`src/sv/lnh_pkg.sv`:
```
`timescale 1ns / 1ps
// ----------------------------------------------------------------------------
// Letter n-gram histogram package
// Field widths, command codes, letter range and the command and status
// bundles that join the controller to the datapath.
// ----------------------------------------------------------------------------
package lnh_pkg;

    localparam int LETTER_BITS = 5;
    localparam int MODE_BITS   = 2;
    localparam int BYTE_BITS   = 8;
    localparam int INDEX_BITS  = 15;
    localparam int GLEN_BITS   = 2;
    localparam int OUT_BITS    = 32;

    // Command codes carried by the mode field.
    localparam logic [MODE_BITS-1:0] MODE_FEED  = 2'd0;
    localparam logic [MODE_BITS-1:0] MODE_READ  = 2'd1;
    localparam logic [MODE_BITS-1:0] MODE_CLEAR = 2'd2;

    localparam logic [BYTE_BITS-1:0] LETTER_FIRST = 8'h61;
    localparam logic [BYTE_BITS-1:0] LETTER_LAST  = 8'h7a;

    localparam logic [GLEN_BITS-1:0] GLEN_RESET = 2'd2;

    // Commands from the controller to the datapath.
    typedef struct packed {
        logic accept;    // take the beat on the input channel
        logic mem_rd;    // read the counter at the latched address
        logic mem_wr;    // write back the incremented counter
        logic clr_en;    // zero one counter of the clearing pass
        logic load_out;  // move the read counter into the output register
    } cmd_t;

    // Status from the datapath to the controller.
    typedef struct packed {
        logic in_hit;    // offered beat is a letter that completes a gram
        logic in_read;   // offered beat is a counter read
        logic in_clear;  // offered beat starts a new text
        logic cur_read;  // latched beat is a counter read
        logic clr_last;  // clearing pass is at its last counter
        logic out_free;  // output register can take a new beat
    } status_t;

endpackage

```
`src/sv/lnh_ctrl.sv`:
```
`timescale 1ns / 1ps
// ----------------------------------------------------------------------------
// Letter n-gram histogram controller
// Sequences the clearing pass, the counter read-modify-write and the
// counter read-back, one input beat at a time.
// ----------------------------------------------------------------------------
module lnh_ctrl (
    input  logic             aclk,
    input  logic             aresetn,
    input  logic             s_valid,
    output logic             s_ready,
    input  lnh_pkg::status_t status,
    output lnh_pkg::cmd_t    cmd
);

    typedef enum logic [2:0] {
        ST_CLEAR,
        ST_IDLE,
        ST_READ,
        ST_WRITE,
        ST_RESULT
    } state_t;

    state_t state_reg;
    state_t state_next;

    assign s_ready = (state_reg == ST_IDLE);

    always_comb begin
        cmd        = '0;
        state_next = state_reg;
        unique case (state_reg)
            ST_CLEAR: begin
                cmd.clr_en = 1'b1;
                if (status.clr_last) begin
                    state_next = ST_IDLE;
                end
            end
            ST_IDLE: begin
                cmd.accept = s_valid;
                if (s_valid) begin
                    priority if (status.in_hit) begin
                        state_next = ST_READ;
                    end else if (status.in_read) begin
                        state_next = ST_READ;
                    end else if (status.in_clear) begin
                        state_next = ST_CLEAR;
                    end else begin
                        // Bytes that complete no gram and mode 3 finish here.
                        state_next = ST_IDLE;
                    end
                end
            end
            ST_READ: begin
                cmd.mem_rd = 1'b1;
                state_next = status.cur_read ? ST_RESULT : ST_WRITE;
            end
            ST_WRITE: begin
                cmd.mem_wr = 1'b1;
                state_next = ST_IDLE;
            end
            ST_RESULT: begin
                // Hold the counter until the output register has room.
                if (status.out_free) begin
                    cmd.load_out = 1'b1;
                    state_next   = ST_IDLE;
                end
            end
            default: begin
                state_next = ST_CLEAR;
            end
        endcase
    end

    always_ff @(posedge aclk) begin
        if (!aresetn) begin
            state_reg <= ST_CLEAR;
        end else begin
            state_reg <= state_next;
        end
    end

endmodule

```
`config.mk`:
```
export PLATFORM = sky130hd
export DESIGN_NAME = lnh_ctrl
export DESIGN_NICKNAME = d
export VERILOG_FILES = /design/src/sv/lnh_pkg.sv /design/src/sv/lnh_ctrl.sv
export SDC_FILE = /design/constraint.sdc
export NUM_CORES = 1
export LEC_CHECK = 0
export BUFFER_PORTS_ARGS = -buffer_cell sky130_fd_sc_hd__buf_2
export CORE_AREA = 2 2 39 41
export DETAILED_ROUTE_END_ITERATION = 6
export DIE_AREA = 0 0 41 43
export GPL_ROUTABILITY_DRIVEN = 0
export GPL_TIMING_DRIVEN = 0
export SLEW_MARGIN = 10
export SYNTH_ARGS = -nofsm -noshare
export SYNTH_HDL_FRONTEND = slang
export SYNTH_SLANG_ARGS = --single-unit
```
`constraint.sdc`:
```
create_clock -name aclk -period 1.17 [get_ports aclk]
set_input_delay 0.351 -clock aclk [delete_from_list [all_inputs] [get_ports aclk]]
set_output_delay 0.351 -clock aclk [all_outputs]
set_load 0.05 [all_outputs]
```
==> impl_results.md <==
* Met3 usage at 1.57%
* Final number of setup-violating endpoints at 9
* CP bufs+invs at 3
* Unique masters post-synth at 23
* Max reg flops at 3
* Via Count at 387
* HP Class: in2reg
* Net Sw Power at 616 µW
* Max Clock Skew at 0.00612 ns
* Initial antenna violation count at 0
* Final Max Slew Viols at 0
* Final hold slack at 0.359 ns
* RSZ-0062 raised after global routing: true
* CTS tree: yes
* Cell Int Power at 792 µW
* Final Cycle Share at 126%
* Hold depth at 2
* Yosys top cell area share at 20.7%
* Synth area leader: dfxtp_1
* R2R setup slack at -0.12 ns
* Die width at 41 µm
* CP max FO at 7
* Comb pwr share at 72.4%
* Static Leak at 0.280 nW
* IR drop worst, VDD at 0.910 mV
* Area Overhead vs Synth at 122%
* Critical path class: reg2out
* Cts bufs inserted at 3
* Yosys reg bits at 3
* Layout cell share with drive strength beyond 1 at 74.2%
* Final TNS setup at -1.82 ns
* Data arrival, critical path at 1.12 ns
* Critical Path Stages at 4
* Layout Cells excl Fill at 82
* Antenna fix cells at 0
* Synthesized area at between 200 and 300 µm²
* Post-synthesis instance total at 38
* Power Density at 2180 mW/mm²
* Final hold vios at 0
* Final WL at ~1000 µm
* Status: finished with violations
* Chip height at 43 µm
* DRT Pass-1 Iters at 3
* Die area at about 0.0018 mm²
* Total power at 1.41 mW
* Worst Reg-to-Reg Cells at 5
* Post-layout min period at 1.48 ns
* Avg Cell Area, Syn at 7.64 µm²
* Max-slew headroom at just under 90%
* Top cells by area, synth: dfxtp_1, and3_1, nand2_1
* Clock Tree Root: clkbuf_4
* Switching share of power at 43.7%
* Max-Cap Viols at 0
* H-tree levels at 1
* Nets at 76
* Avg Vias per Cell at 4.72
* M1 GR Usage at ~17%
* Worst setup EP type: output port
* Required time worst endpoint at 0.82 ns
* Ys flop type: dfxtp_1
* Global Route met2 Usage at ~20%
* HPWL after detailed placement at 571 µm
* Antenna viol nets, final at 0
* Sequential share of power at 14.8%
* Wire per inst at 12.1 µm
* PortBufs at 14
* GRT Resource Usage Total at around an eighth
* I/O pin count at 15
* Slew of the pin with the lowest slew margin at between 0.15 and 0.2 ns
* Slowest stage delay, CP at around 0.34 ns
* # rows at 14
* Initial DRC count at 3
* First-pass GRT wire length at 1570 µm
* Clock latency on the worst-skew pair at 0.23 ns
* Max Root-Sink Buffers at 2
* Register area share after synthesis at 20.7%
* Cell count after placement at 68
* Total global routing overflow at 0
* Core region area at 0.00138 mm²
* Post-Syn Nets at 47
* CTS sink cnt at 3
* Gr busiest metal: met2
* Hold_buf cts at 0
* Initial Utilization at 21.0%
* Clk pin slew, worst setup/hold paths at 0.04 ns
* Critical Path, Cell by Cell: buf_8 > inv_6 > nor3b_4 > buf_6
* Crit start category: register
* Fmax at approximately 680 MHz
* Family with the most delay on the worst path: buffers and inverters
* Post-synth EDFFs at 0
* Setup slack after layout at -0.305 ns
* Placement Setup Slack at -0.284 ns
* Largest net degree at the start of global routing at 8
* Vias in the first global route at approximately 370
* Synth Warn # at 0
* Post-synth ARST share at 0%
* Clock power share at ~13%
* DR DRC count at 0
* Failing checks: negative setup slack
* Slowest stage cell, crit path: dfxtp_2
[routing by layer]
metal  part of all wire, %  vias to the layer above
met4                     0                        0
met3                   5.1                        0
met5                     0                        -
met1                    41                      183
li1                      -                      191
met2                    54                       13
[cell type report]
| cell class | count | area (µm²) |
|---|---|---|
| Fill cell | 148 | 738 |
| Multi-Input combinational cell | 28 | 265 |
| Timing Repair Buffer | 26 | 224 |
| Sequential cell | 3 | 68.8 |
| Clock buffer | 4 | 26.3 |
| Inverter | 4 | 26.3 |
| Tap cell | 16 | 20.0 |
| Buffer | 1 | 15.0 |
[cells in the mapped netlist (all sizes together) (2+ instances only)]
cell   number
nand2       5
inv         4
and3        3
buf         3
dfxtp       3
nor2        3
nor3b       3
nor3        2
o22ai       2
[per-stage QoR]
step	instance area, µm²	utilization (%)
after global placement	425	30.7
after detailed placement	425	30.7
after CTS	618	44.7
final	646	46.7
after global routing	646	46.7
after floorplan	335	-
[power by group through the flow]
stage	clock network (mW)	logic (mW)	registers, mW
final	0.180	1.02	0.208
after global routing	0.196	1.08	0.215
after CTS	0.185	0.994	0.151
after detailed placement	0	0.693	0.151
after global placement	0	0.685	0.151
after floorplan	0	0.579	0.147
[final timing paths]
path                                endpoint         start
worst max register to register  state_reg[0]  state_reg[0]
worst min register to register  state_reg[0]  state_reg[1]
worst max-delay path                  cmd[2]  state_reg[0]
worst min-delay path            state_reg[0]       aresetn
[kinds of logic (layout without fill, tap and decap cells)]
| group | after synthesis | after routing | share of synthesized area, % |
|---|---|---|---|
| AOI/OAI and AO/OA | 8 | 8 | 21.1 |
| buffers and inverters | 7 | 35 | 13.4 |
| DFF | 3 | 3 | 20.7 |
| and+or+nand+nor | 20 | 20 | 44.8 |
[placed cells by master (no fill, tap or decap), drive strengths merged]
master,n
clkinvlp,1
and3,3
clkbuf,4
and2b,1
buf,27
nand3,1
o22ai,2
nand2,5
nand4bb,1
o21ai,1
dfxtp,3
o221ai,1
nor3,2
nand2b,1
a21oi,1
o311a,1
nor3b,3
o21a,1
nor2,3
inv,3
a31oi,1
[timing repair]
item,CTS,global route
pin swaps,8,8
resized for setup,22,12
setup endpoints to repair,7,9
buffers inserted,11,1
gates cloned,0,0
No activity file was read; power rests on OpenSTA's default activity.
